### config.mk
export PLATFORM = sky130hd
export DESIGN_NAME = jets_entry
export DESIGN_NICKNAME = d
export VERILOG_FILES = /design/src/design/julia_escape_time_pixel_defines.svh /design/src/design/jets_pkg.sv /design/src/design/jets_entry.sv
export SDC_FILE = /design/constraint.sdc
export NUM_CORES = 2
export LEC_CHECK = 0
export BUFFER_PORTS_ARGS = -buffer_cell sky130_fd_sc_hd__buf_2
export CAP_MARGIN = 20
export CORE_MARGIN = 2
export CORE_UTILIZATION = 34
export CTS_CLUSTER_SIZE = 16
export DETAILED_ROUTE_END_ITERATION = 10
export MAX_ROUTING_LAYER = met4
export PLACE_DENSITY_LB_ADDON = 0.12
export SLEW_MARGIN = 20
export SYNTH_ARGS = -nofsm -noshare
export SYNTH_HDL_FRONTEND = slang
export SYNTH_SLANG_ARGS = --single-unit
### constraint.sdc
create_clock -name aclk -period 8.1 [get_ports aclk]
set_input_delay 0.81 -clock aclk [delete_from_list [all_inputs] [get_ports aclk]]
set_output_delay 0.81 -clock aclk [all_outputs]
set_load 0.01 [all_outputs]
### src/design/julia_escape_time_pixel_defines.svh
// Assertion macros shared by the Julia escape-time pixel design files.
`ifndef JULIA_ESCAPE_TIME_PIXEL_DEFINES_SVH
`define JULIA_ESCAPE_TIME_PIXEL_DEFINES_SVH

`ifndef SYNTH
// Same-cycle implication, sampled on aclk, off while aresetn is low
`define JETS_ASSERT_IMPLY(lbl, ante, cons, msg) \
    lbl: assert property (@(posedge aclk) disable iff (!aresetn) (ante) |-> (cons)) \
        else $error(msg);
// Next-cycle implication, sampled on aclk, off while aresetn is low
`define JETS_ASSERT_NEXT(lbl, ante, cons, msg) \
    lbl: assert property (@(posedge aclk) disable iff (!aresetn) (ante) |=> (cons)) \
        else $error(msg);
`else
`define JETS_ASSERT_IMPLY(lbl, ante, cons, msg)
`define JETS_ASSERT_NEXT(lbl, ante, cons, msg)
`endif

`endif

### src/design/jets_pkg.sv
// Shared constants, types and helpers of the Julia escape-time pixel pipeline.
package jets_pkg;

    // Frame and iteration limits
    localparam int COLUMNS        = 1024;
    localparam int ROWS           = 1024;
    localparam int MAX_ITERATIONS = 32;
    localparam int FRAC_BITS      = 28;

    // Field widths
    localparam int COORD_W   = 10;
    localparam int COUNT_W   = 6;
    localparam int COLOR_W   = 8;
    localparam int FIX_W     = 32;
    localparam int MUL_W     = 2 * FIX_W;
    localparam int SUM_W     = 48;
    localparam int CMUL_W    = COORD_W + 1 + FIX_W;

    // Stream and register port widths
    localparam int S_TDATA_W  = 24;
    localparam int M_FIELDS_W = 2 * COORD_W + COUNT_W + 3 * COLOR_W;
    localparam int M_TDATA_W  = 56;
    localparam int M_PAD_W    = M_TDATA_W - M_FIELDS_W;
    localparam int CFG_ADDR_W = 5;
    localparam int CFG_DATA_W = 32;

    typedef logic signed [FIX_W-1:0]  fix_t;
    typedef logic signed [MUL_W-1:0]  mul_t;
    typedef logic signed [SUM_W-1:0]  sum_t;
    typedef logic [COUNT_W-1:0]       count_t;
    typedef logic [COORD_W-1:0]       coord_t;

    localparam fix_t   FIX_MAX   = {1'b0, {(FIX_W-1){1'b1}}};
    localparam fix_t   FIX_MIN   = {1'b1, {(FIX_W-1){1'b0}}};
    localparam sum_t   FOUR_FIX  = sum_t'(4) <<< FRAC_BITS;
    localparam count_t MAX_COUNT = count_t'(MAX_ITERATIONS);

    // Register map, word index
    typedef enum logic [2:0] {
        REG_ORIGIN_RE = 3'd0,
        REG_ORIGIN_IM = 3'd1,
        REG_STEP_RE   = 3'd2,
        REG_STEP_IM   = 3'd3,
        REG_CONST_RE  = 3'd4,
        REG_CONST_IM  = 3'd5,
        REG_MAX_ITER  = 3'd6
    } reg_idx_t;

    // Register reset values
    localparam fix_t   RST_ORIGIN_RE = -32'sd402653184;
    localparam fix_t   RST_ORIGIN_IM = -32'sd402653184;
    localparam fix_t   RST_STEP_RE   = 32'sd1342177;
    localparam fix_t   RST_STEP_IM   = 32'sd1342177;
    localparam fix_t   RST_CONST_RE  = -32'sd214748365;
    localparam fix_t   RST_CONST_IM  = 32'sd41875931;
    localparam count_t RST_MAX_ITER  = 6'd20;

    // Point handed from cell to cell
    typedef struct packed {
        logic   vld;
        logic   run;
        count_t count;
        fix_t   zx;
        fix_t   zy;
        coord_t col;
        coord_t row;
    } pix_t;

    // Point with its three products, between the two halves of a cell
    typedef struct packed {
        logic   vld;
        logic   run;
        count_t count;
        fix_t   zx;
        fix_t   zy;
        coord_t col;
        coord_t row;
        mul_t   pxx;
        mul_t   pyy;
        mul_t   pxy;
    } sq_t;

    // Clamp a wide sum to the signed fixed-point range
    function automatic fix_t sat_fix(input sum_t v);
        if (v > sum_t'(FIX_MAX)) begin
            return FIX_MAX;
        end else if (v < sum_t'(FIX_MIN)) begin
            return FIX_MIN;
        end else begin
            return v[FIX_W-1:0];
        end
    endfunction

endpackage

### src/design/jets_entry.sv
// Entry stages: clamp the coordinate and map it to the start point.
module jets_entry (
    input  logic                  aclk,
    input  logic                  aresetn,
    input  logic                  en,
    input  logic                  in_vld,
    input  jets_pkg::coord_t      col,
    input  jets_pkg::coord_t      row,
    input  jets_pkg::fix_t        origin_re,
    input  jets_pkg::fix_t        origin_im,
    input  jets_pkg::fix_t        step_re,
    input  jets_pkg::fix_t        step_im,
    output jets_pkg::pix_t        pix_out
);

    logic                                   vld_a_reg;
    jets_pkg::coord_t                       col_a_reg;
    jets_pkg::coord_t                       row_a_reg;
    logic signed [jets_pkg::CMUL_W-1:0]     pcol_a_reg;
    logic signed [jets_pkg::CMUL_W-1:0]     prow_a_reg;
    jets_pkg::coord_t                       col_c;
    jets_pkg::coord_t                       row_c;
    logic signed [jets_pkg::CMUL_W-1:0]     pcol_next;
    logic signed [jets_pkg::CMUL_W-1:0]     prow_next;
    jets_pkg::pix_t                         pix_reg;
    jets_pkg::pix_t                         pix_next;

    // Clamp to the frame for the start point only
    assign col_c = (32'(col) >= 32'(jets_pkg::COLUMNS)) ?
                   jets_pkg::COORD_W'(jets_pkg::COLUMNS - 1) : col;
    assign row_c = (32'(row) >= 32'(jets_pkg::ROWS)) ?
                   jets_pkg::COORD_W'(jets_pkg::ROWS - 1) : row;

    // Scale coordinate by step
    assign pcol_next = jets_pkg::CMUL_W'($signed({1'b0, col_c}))
                     * jets_pkg::CMUL_W'(step_re);
    assign prow_next = jets_pkg::CMUL_W'($signed({1'b0, row_c}))
                     * jets_pkg::CMUL_W'(step_im);

    always_ff @(posedge aclk) begin
        if (!aresetn) begin
            vld_a_reg <= 1'b0;
        end else if (en) begin
            vld_a_reg <= in_vld;
        end
    end

    always_ff @(posedge aclk) begin
        if (en) begin
            col_a_reg  <= col;
            row_a_reg  <= row;
            pcol_a_reg <= pcol_next;
            prow_a_reg <= prow_next;
        end
    end

    // Add origin and saturate
    always_comb begin
        pix_next.vld   = vld_a_reg;
        pix_next.run   = 1'b1;
        pix_next.count = '0;
        pix_next.zx    = jets_pkg::sat_fix(jets_pkg::SUM_W'(pcol_a_reg)
                                           + jets_pkg::SUM_W'(origin_re));
        pix_next.zy    = jets_pkg::sat_fix(jets_pkg::SUM_W'(prow_a_reg)
                                           + jets_pkg::SUM_W'(origin_im));
        pix_next.col   = col_a_reg;
        pix_next.row   = row_a_reg;
    end

    always_ff @(posedge aclk) begin
        if (!aresetn) begin
            pix_reg.vld <= 1'b0;
        end else if (en) begin
            pix_reg <= pix_next;
        end
    end

    assign pix_out = pix_reg;

endmodule

==> metrics.txt <==
count leader, synth inv_1; R2R cell count 14; cts bufs inserted 17; Mapped Avg Cell Area 9.34 sq um; TritonRoute pass-1 iters 6; Power, Total around 15 mW; capturing point of the worst reg2reg path pix_out[62]; Yosys top cell by area fa_1; Slew Limit Fails 0; Bufs and invs on worst path 4; CP most frequent cell fa_1; skew final 0.0187 ns; Worst-path clk slew around 0.08 ns; worst vdd ir ~0.22 mV; #FFs+latches synth ~190; Sink Count about 190; met2 routed WL 40,000 microns; routed wl met3 roughly 3700 microns; I/O pin cnt approximately 240; Final Critical Period 6.71 ns; antenna violations before repair 17; most common library cells after synthesis 669 x inv_1, 548 x fa_1, 451 x nand2_1; Crit. End Element flop; hold_sp row_a_reg[8]; Yosys warning count 0; Async SR Flop Fraction 0%; die area 0.100 sq mm; CP Max Fanout 33; Total Wirelength between 80,000 and 90,000 microns; status complete, no violations; number of synthesized flops with an enable pin 190; HP Class reg -> reg; Setup TNS 0 ns; DR DRC count 0; hold endpoint pix_out[8]; Period Utilization, post-route 82.9%; Leak roughly 17 nW; first-pass GRT wire length approximately 140,000 microns; Post-DP HPWL 73,500 microns; CTS max path bufs 2; hold path cells 0; largest net degree at the start of global routing 56; CP cell instances buf_2, nand2_1, fa_1, inv_1, fa_1, fa_1, fa_1, inv_1, fa_1, inv_1, ha_1, a21o_1, a21o_1, a211o_1, or3_1, o211ai_1, a31oi_1, and2_1, o31ai_1, o21bai_1, a21oi_1, xnor2_1; synth unique cells 85; Max Cap Viol 0; total core area 0.0969 sq mm; Synth area leaders fa_1 33%, edfxtp_1 17%, ha_1 10%; vias in the first global route approximately 26,000; DR WL/cell around 18 microns; critical path data arrival time 6.98 ns; GP Congestion 0.858; post-synthesis cell count about 3,600; clock root cell clkbuf_16; RSZ-0062 raised after global routing false; vias after detailed routing between 20,000 and 25,000; Die X roughly 320 microns; CP top delay family adder cells; Hold-fix buffers, CTS 0; Overflow after GRT 0; relative max-transition margin a little over two fifths; CP startpoint kind input pin; setup bufs post-CTS 0; Synth Flop Type edfxtp_1; WS Path Type in -> reg; final setup vio count 0; CP peak stage delay 0.56 ns; Worst Tran Pin Value around 0.86 ns; Reg2Reg Launch Point pcol_a_reg[0]; Post-Syn Area around 0.033 sq mm; CTS tree built; clock latency on the worst-skew pair slightly above 0.5 ns; Routed Antenna Nets 0; achievable clock frequency around 150 MHz; share of cells above drive strength 1 8.81%; initial core utilization roughly a third; DRT met1 WL roughly 44,000 microns; CP max-delay cell fa_1; overall routing resource usage between 10% and 20%; Cell Pwr Density around 420 mW/mm^2; R2R setup slack between 3 and 4 ns; Rows between 100 and 150; Final #Nets 4,650; PortBufs around 240; vias per cell a little under 5; WP data required around 8.4 ns; highest metal used met4; die height 317 microns; Final Hold Vio Count 0; sequential area share after synthesis between 10% and 20%; Largest register FFs 85; # fillers about 10,000; H-tree depth 4; Yosys top cell area share around 33%; DR iter-0 viols around 1,300; CTS-repair resized insts 0; area delta synth->final 8.88%
worst max path at each step:
stage / start / end / cells past startpoint
finish: row[5] / prow_a_reg[36] / 22
global placement: row[5] / prow_a_reg[36] / 22
global route: row[5] / prow_a_reg[36] / 22
CTS: row[5] / prow_a_reg[36] / 22
detailed placement: row[5] / prow_a_reg[36] / 22
floorplan: row[2] / prow_a_reg[36] / 22
cells in the final DEF, fill, tap and decap left out, drive strengths merged, types with 22 or more instances in the layout:
cell type,instances
inv,677
fa,548
nand2,451
and2,290
ha,272
buf,259
edfxtp,190
a21oi,164
o21ai,115
a21o,108
xnor2,105
nor2,82
xor2,47
o21bai,32
nand3,31
a31oi,23
nand4,22
cells by family (layout without fill, tap and decap cells):
group,after synthesis,in the layout,share of synthesized area (%)
buffers and inverters,833,960,9.57
adders and majority gates,820,820,43.2
other,2,21,0.0226
xor gates and xnor gates,152,152,4.00
AOI/OAI and AO/OA,569,569,11.3
muxes,3,3,0.0903
DFF,192,192,17.3
and+or+nand+nor,988,988,14.6
routing by layer:
layer,global-route usage [%],vias to the layer above
met4,4.23,0
met3,3.01,61
met5,-,-
met1,26.8,12200
li1,-,11500
met2,29.5,431
per-stage QoR:
stage          hold WS [ns]  area, sq um  util (%)  cells  worst slack, ns
6_report              0.421        36200      37.4   4981             1.39
4_1_cts               0.424        36200      37.3   4967             1.40
3_3_place_gp          0.400        35600      36.7   4935            0.852
3_5_place_dp          0.405        35600      36.7   4935            0.834
2_1_floorplan         0.400        33300         -   3564             1.73
5_1_grt               0.431        36200      37.4   4978             1.03
power by group:
part | internal [mW] | leakage, nW | switching [mW]
Clock | 0.436 | 0.288 | 0.473
Sequential | 2.04 | 1.83 | 0.139
Combinational | 5.11 | 15.2 | 7.11
Total | 7.58 | 17.3 | 7.72
area by class of cell:
class / instances / area, sq um / area share, %
Inverter: 669 / 2510 / 6.94
Multi-Input combinational cell: 2539 / 24400 / 67.3
Clock buffer: 18 / 429 / 1.19
Timing Repair Buffer: 259 / 1360 / 3.76
Antenna cell: 14 / 35.0 / 0.0968
Sequential cell: 192 / 5750 / 15.9
Tap cell: 1276 / 1600 / 4.41
Clock inverter: 14 / 148 / 0.408
No activity file was read; power rests on OpenSTA's default activity.
