<file path="src/design/julia_escape_time_pixel_defines.svh">
// Assertion macros shared by the Julia escape-time pixel design files.
`ifndef JULIA_ESCAPE_TIME_PIXEL_DEFINES_SVH
`define JULIA_ESCAPE_TIME_PIXEL_DEFINES_SVH

`ifndef SYNTH
// Same-cycle implication, sampled on aclk, off while aresetn is low
`define JETS_ASSERT_IMPLY(lbl, ante, cons, msg) \
    lbl: assert property (@(posedge aclk) disable iff (!aresetn) (ante) |-> (cons)) \
        else $error(msg);
// Next-cycle implication, sampled on aclk, off while aresetn is low
`define JETS_ASSERT_NEXT(lbl, ante, cons, msg) \
    lbl: assert property (@(posedge aclk) disable iff (!aresetn) (ante) |=> (cons)) \
        else $error(msg);
`else
`define JETS_ASSERT_IMPLY(lbl, ante, cons, msg)
`define JETS_ASSERT_NEXT(lbl, ante, cons, msg)
`endif

`endif

</file>
<file path="src/design/jets_pkg.sv">
// Shared constants, types and helpers of the Julia escape-time pixel pipeline.
package jets_pkg;

    // Frame and iteration limits
    localparam int COLUMNS        = 1024;
    localparam int ROWS           = 1024;
    localparam int MAX_ITERATIONS = 32;
    localparam int FRAC_BITS      = 28;

    // Field widths
    localparam int COORD_W   = 10;
    localparam int COUNT_W   = 6;
    localparam int COLOR_W   = 8;
    localparam int FIX_W     = 32;
    localparam int MUL_W     = 2 * FIX_W;
    localparam int SUM_W     = 48;
    localparam int CMUL_W    = COORD_W + 1 + FIX_W;

    // Stream and register port widths
    localparam int S_TDATA_W  = 24;
    localparam int M_FIELDS_W = 2 * COORD_W + COUNT_W + 3 * COLOR_W;
    localparam int M_TDATA_W  = 56;
    localparam int M_PAD_W    = M_TDATA_W - M_FIELDS_W;
    localparam int CFG_ADDR_W = 5;
    localparam int CFG_DATA_W = 32;

    typedef logic signed [FIX_W-1:0]  fix_t;
    typedef logic signed [MUL_W-1:0]  mul_t;
    typedef logic signed [SUM_W-1:0]  sum_t;
    typedef logic [COUNT_W-1:0]       count_t;
    typedef logic [COORD_W-1:0]       coord_t;

    localparam fix_t   FIX_MAX   = {1'b0, {(FIX_W-1){1'b1}}};
    localparam fix_t   FIX_MIN   = {1'b1, {(FIX_W-1){1'b0}}};
    localparam sum_t   FOUR_FIX  = sum_t'(4) <<< FRAC_BITS;
    localparam count_t MAX_COUNT = count_t'(MAX_ITERATIONS);

    // Register map, word index
    typedef enum logic [2:0] {
        REG_ORIGIN_RE = 3'd0,
        REG_ORIGIN_IM = 3'd1,
        REG_STEP_RE   = 3'd2,
        REG_STEP_IM   = 3'd3,
        REG_CONST_RE  = 3'd4,
        REG_CONST_IM  = 3'd5,
        REG_MAX_ITER  = 3'd6
    } reg_idx_t;

    // Register reset values
    localparam fix_t   RST_ORIGIN_RE = -32'sd402653184;
    localparam fix_t   RST_ORIGIN_IM = -32'sd402653184;
    localparam fix_t   RST_STEP_RE   = 32'sd1342177;
    localparam fix_t   RST_STEP_IM   = 32'sd1342177;
    localparam fix_t   RST_CONST_RE  = -32'sd214748365;
    localparam fix_t   RST_CONST_IM  = 32'sd41875931;
    localparam count_t RST_MAX_ITER  = 6'd20;

    // Point handed from cell to cell
    typedef struct packed {
        logic   vld;
        logic   run;
        count_t count;
        fix_t   zx;
        fix_t   zy;
        coord_t col;
        coord_t row;
    } pix_t;

    // Point with its three products, between the two halves of a cell
    typedef struct packed {
        logic   vld;
        logic   run;
        count_t count;
        fix_t   zx;
        fix_t   zy;
        coord_t col;
        coord_t row;
        mul_t   pxx;
        mul_t   pyy;
        mul_t   pxy;
    } sq_t;

    // Clamp a wide sum to the signed fixed-point range
    function automatic fix_t sat_fix(input sum_t v);
        if (v > sum_t'(FIX_MAX)) begin
            return FIX_MAX;
        end else if (v < sum_t'(FIX_MIN)) begin
            return FIX_MIN;
        end else begin
            return v[FIX_W-1:0];
        end
    endfunction

endpackage

</file>
<file path="src/design/jets_out.sv">
// Palette and two-entry output queue of the Julia escape-time pixel.
`include "julia_escape_time_pixel_defines.svh"

module jets_out (
    input  logic                              aclk,
    input  logic                              aresetn,
    input  jets_pkg::pix_t                    pix_in,
    input  jets_pkg::count_t                  limit,
    output logic                              en,
    output logic                              m_tvalid,
    input  logic                              m_tready,
    output logic [jets_pkg::M_TDATA_W-1:0]    m_tdata
);

    localparam logic [1:0] FULL_CNT = 2'd2;

    logic [jets_pkg::M_TDATA_W-1:0]   entry_reg [2];
    logic                             wr_ptr_reg;
    logic                             rd_ptr_reg;
    logic [1:0]                       cnt_reg;
    logic [1:0]                       cnt_next;
    logic                             push;
    logic                             pop;
    logic                             black;
    logic [jets_pkg::COLOR_W-1:0]     red;
    logic [jets_pkg::COLOR_W-1:0]     green;
    logic [jets_pkg::COLOR_W-1:0]     blue;
    logic [jets_pkg::M_TDATA_W-1:0]   word;

    // Palette: black when the limit was reached
    assign black = (pix_in.count == limit);
    assign red   = black ? '0 : jets_pkg::COLOR_W'(jets_pkg::COLOR_W'(pix_in.count) * 8'd10);
    assign green = black ? '0 : jets_pkg::COLOR_W'(jets_pkg::COLOR_W'(pix_in.count) * 8'd5);
    assign blue  = black ? '0 : jets_pkg::COLOR_W'(jets_pkg::COLOR_W'(pix_in.count) * 8'd15);
    assign word  = {{jets_pkg::M_PAD_W{1'b0}}, blue, green, red,
                    pix_in.count, pix_in.row, pix_in.col};

    // Advance the pipeline while the queue has room
    assign en       = (cnt_reg != FULL_CNT);
    assign push     = en && pix_in.vld;
    assign m_tvalid = (cnt_reg != 2'd0);
    assign pop      = m_tvalid && m_tready;
    assign m_tdata  = entry_reg[rd_ptr_reg];
    assign cnt_next = cnt_reg + 2'(push) - 2'(pop);

    always_ff @(posedge aclk) begin
        if (!aresetn) begin
            wr_ptr_reg <= 1'b0;
            rd_ptr_reg <= 1'b0;
            cnt_reg    <= 2'd0;
        end else begin
            if (push) begin
                wr_ptr_reg <= ~wr_ptr_reg;
            end
            if (pop) begin
                rd_ptr_reg <= ~rd_ptr_reg;
            end
            cnt_reg <= cnt_next;
        end
    end

    // Store the transfer word
    always_ff @(posedge aclk) begin
        if (push) begin
            entry_reg[wr_ptr_reg] <= word;
        end
    end

    // Occupancy stays within two entries
    `JETS_ASSERT_IMPLY(a_cnt_range, 1'b1, cnt_reg != 2'd3, "queue count out of range")
    // A full queue that is not drained stays full and takes nothing
    `JETS_ASSERT_NEXT(a_full_hold, (cnt_reg == FULL_CNT) && !m_tready, cnt_reg == FULL_CNT, "full queue changed without a transfer")
    // A waiting result stays offered and unchanged
    `JETS_ASSERT_NEXT(a_out_hold, m_tvalid && !m_tready, m_tvalid && $stable(m_tdata), "waiting result changed")

endmodule

</file>
<file path="config.mk">
export PLATFORM = sky130hd
export DESIGN_NAME = jets_out
export DESIGN_NICKNAME = d
export VERILOG_FILES = /design/src/design/jets_pkg.sv /design/src/design/jets_out.sv
export VERILOG_INCLUDE_DIRS = /design/src /design/src/design
export SDC_FILE = /design/constraint.sdc
export NUM_CORES = 1
export LEC_CHECK = 0
export ABC_AREA = 1
export BUFFER_PORTS_ARGS = -buffer_cell sky130_fd_sc_hd__buf_2
export CAP_MARGIN = 20
export CELL_PAD_IN_SITES_DETAIL_PLACEMENT = 1
export CELL_PAD_IN_SITES_GLOBAL_PLACEMENT = 1
export CORE_UTILIZATION = 35
export CTS_BUF_LIST = sky130_fd_sc_hd__clkbuf_16
export DETAILED_ROUTE_END_ITERATION = 16
export GPL_TIMING_DRIVEN = 0
export PLACE_DENSITY = 0.77
export SLEW_MARGIN = 25
export SYNTH_ARGS = -nofsm -noshare
export SYNTH_HDL_FRONTEND = slang
export SYNTH_SLANG_ARGS = --single-unit
</file>
<file path="constraint.sdc">
create_clock -name aclk -period 2.9 [get_ports aclk]
set_input_delay 0.145 -clock aclk [delete_from_list [all_inputs] [get_ports aclk]]
set_output_delay 0.145 -clock aclk [all_outputs]
set_load 0.03 [all_outputs]
</file>
==> results.md <==
* Final setup viols at 0
* Post-DRT Antenna Nets at 0
* CP required at 2.98 ns
* Nets at around 550
* Avg Synthesized Cell Area at 13.9 um^2
* CTS tree: done
* Post-Syn Area at roughly 0.0041 mm^2
* Site Rows at 39
* Hold Path Class: input port to register
* Root Driver: clkbuf_16
* Register Area at 0.00256 mm^2
* Max reg flops at 82
* Gate Count Post-Synth at between 200 and 300
* Relative slew slack at 53.3%
* Routability Congestion at 0.776
* EDFF count, synth at 82
* Routed WL at 8380 um
* Starting Density at 36.2%
* Worst setup EP type: register
* Die area at 0.0123 mm^2
* FFs w/ async S/R, synth at 0%
* Drt wl/cell at 14.8 um
* Largest net degree at the start of global routing at 22
* Final setup TNS at 0 ns
* Core box area at 0.0115 mm^2
* DP Wirelength at roughly 6000 um
* Hold buffer count at cts at 13
* Critical Path Source: pix_in[87]
* Leading post-synthesis cells by cell area: edfxtp_1 59%, mux2_2 10%, ha_1 5.4%
* Hold slack at between 0.01 and 0.015 ns
* Die width at 111 um
* Slew @ Worst Pin at 0.699 ns
* Iter 0 DRT Violations at 76
* Worst Path Buf+Inv at 4
* Leakage power at 2.29 nW
* Skew-Pair Late Insertion Delay at around 0.33 ns
* Ys flop type: edfxtp_1
* Area delta synth->final at 28.2%
* Crit-path max cell delay at 0.52 ns
* Synth top cells by count: 82 x edfxtp_1, 38 x mux2_2, 37 x inv_1, 32 x nand2_1, 21 x nor2_1
* Worst path top cell family by delay: adder cells
* Most numerous cell in the Yosys netlist: edfxtp_1
* Power Dens Cells at between 800 and 900 mW/mm^2
* Critical path peak fanout at 7
* Crit path launch type: input port
* Fraction of layout cells with a size suffix above 1 at 39.8%
* Bufs on Longest Clock Path at 2
* ANT cells at 0
* Worst path depth at 10
* Worst path cell trace: buf_2 > inv_1 > fa_1 > fa_1 > inv_1 > ha_1 > a21oi_1 > a21oi_1 > o21ai_0 > inv_1
* Tmin final at 2.40 ns
* RSZ-0062 raised after global routing: no
* TritonRoute pass-1 iters at 4
* Post-CTS setup buffer count at 0
* Port Buf Inserts at 86
* Seq/Total Area, Yosys at roughly three fifths
* Clock tree sinks at 87
* FILL cells at 1213
* Status: finished clean
* Die Y at ~110 um
* Vias per std cell at roughly 4.5
* CTS buffer count at 9
* CTS HTree Levels at 3
* Ys Warns at 0
* Fmax at 0.417 GHz
* Hold Crit Depth at 1
* # IOs at 159
* Yosys cell types at 21
* Pre-CTS setup slack at 0.138 ns
* Worst Reg-to-Reg Cells at 5
* Drt drc at 0
* Crit path arrival time at 2.48 ns
* Hold Startpoint: pix_in[12]
* Critical path type: input port to register
* Critical R2R Launch: cnt_reg[0]
* Hold Fails Final Rpt at 0
* Remaining global-route overflow at 0
* Area leader, netlist: edfxtp_1
* VDD IR max at 0.383 mV
* Final WS setup at a little over 0.5 ns
* Vias in the first global route at 2711
* Max_cap viols at 0
* DR vias at 2525
* Post-CTS Resized at 0
* Crit share post-route at 82.7%
* Worst Clk Skew at 0.00622 ns
* Multi-input logic area at around 0.0013 mm^2
* FF+latch count, synth at 87
* Number of antenna violations at the first check in global routing at 0
* CP max stage cell: fa_1
* First-pass GRT wire length at 13800 um
* CTS clk-pin slew, worst paths at 0.06 ns
* Final Max Slew Viols at 0
* Gr usage total at about 15%
* Area share of the largest cell type after synthesis at 59.4%
* Crit path top cell by count: inv_1
## final timing paths
kind                      endpoint  slack (ns)
hold / removal     entry_reg[1][2]        0.01
hold reg to reg           register        0.46
setup / recovery  entry_reg[1][48]        0.50
setup reg to reg  entry_reg[0][43]        1.04
## kinds of logic after synthesis
kind of cell	synth area share (%)
adders and majority gates	10.3
DFF	61.8
buffers and inverters	7.82
and+or+nand+nor	5.67
muxes	11.1
AOI/OAI and AO/OA	1.75
xor gates and xnor gates	1.48
other	0.0904
## routing by layer
metal / GRT usage, % / share of wire [%] / vias to the layer above
met5: 0 / 0 / -
met4: 4.27 / 1.0 / 0
met3: 3.34 / 4.2 / 8
met2: 25.3 / 50 / 72
met1: 17.9 / 44 / 1210
li1: - / - / 1235
## per-stage QoR
stage / power (mW) / instances / instance area, um^2 / utilization [%]
after CTS: 4.80 / 565 / 5320 / 46.4
after global routing: 4.97 / 565 / 5320 / 46.4
final: 4.73 / 565 / 5320 / 46.4
after floorplan: 2.99 / 305 / 4170 / -
after global placement: 3.38 / 534 / 4780 / 41.7
after detailed placement: 3.48 / 536 / 4850 / 42.3
## cell usage in the layout (no fill, tap or decap), drive strengths merged
cell type / synthesis / routed
o21a: 1 / 1
dfxtp: 5 / 5
nand2: 32 / 32
clkinv: 0 / 3
dlygate4sd3: 0 / 13
clkbuf: 0 / 9
or2: 1 / 1
buf: 21 / 109
mux2: 41 / 41
ha: 18 / 18
nand3: 6 / 6
o21ai: 4 / 4
edfxtp: 82 / 82
nor2: 21 / 21
conb: 1 / 7
inv: 40 / 41
xnor2: 3 / 3
bufinv: 0 / 3
a21oi: 9 / 9
xor2: 4 / 4
fa: 10 / 10
## power breakdown
part	switching, mW	internal [mW]
Sequential	0.0576	1.66
Combinational	1.09	0.631
Clock	0.455	0.837
Total	1.61	3.13
## area by class of cell
type / count / share of cell area, %
Buffer: 21 / 3.27
Clock buffer: 9 / 4.24
Clock inverter: 7 / 2.12
Inverter: 40 / 2.82
Multi-Input combinational cell: 157 / 24.4
Sequential cell: 87 / 48.2
Tap cell: 143 / 3.37
Timing Repair Buffer: 101 / 11.6
No activity file was read; power rests on OpenSTA's default activity.
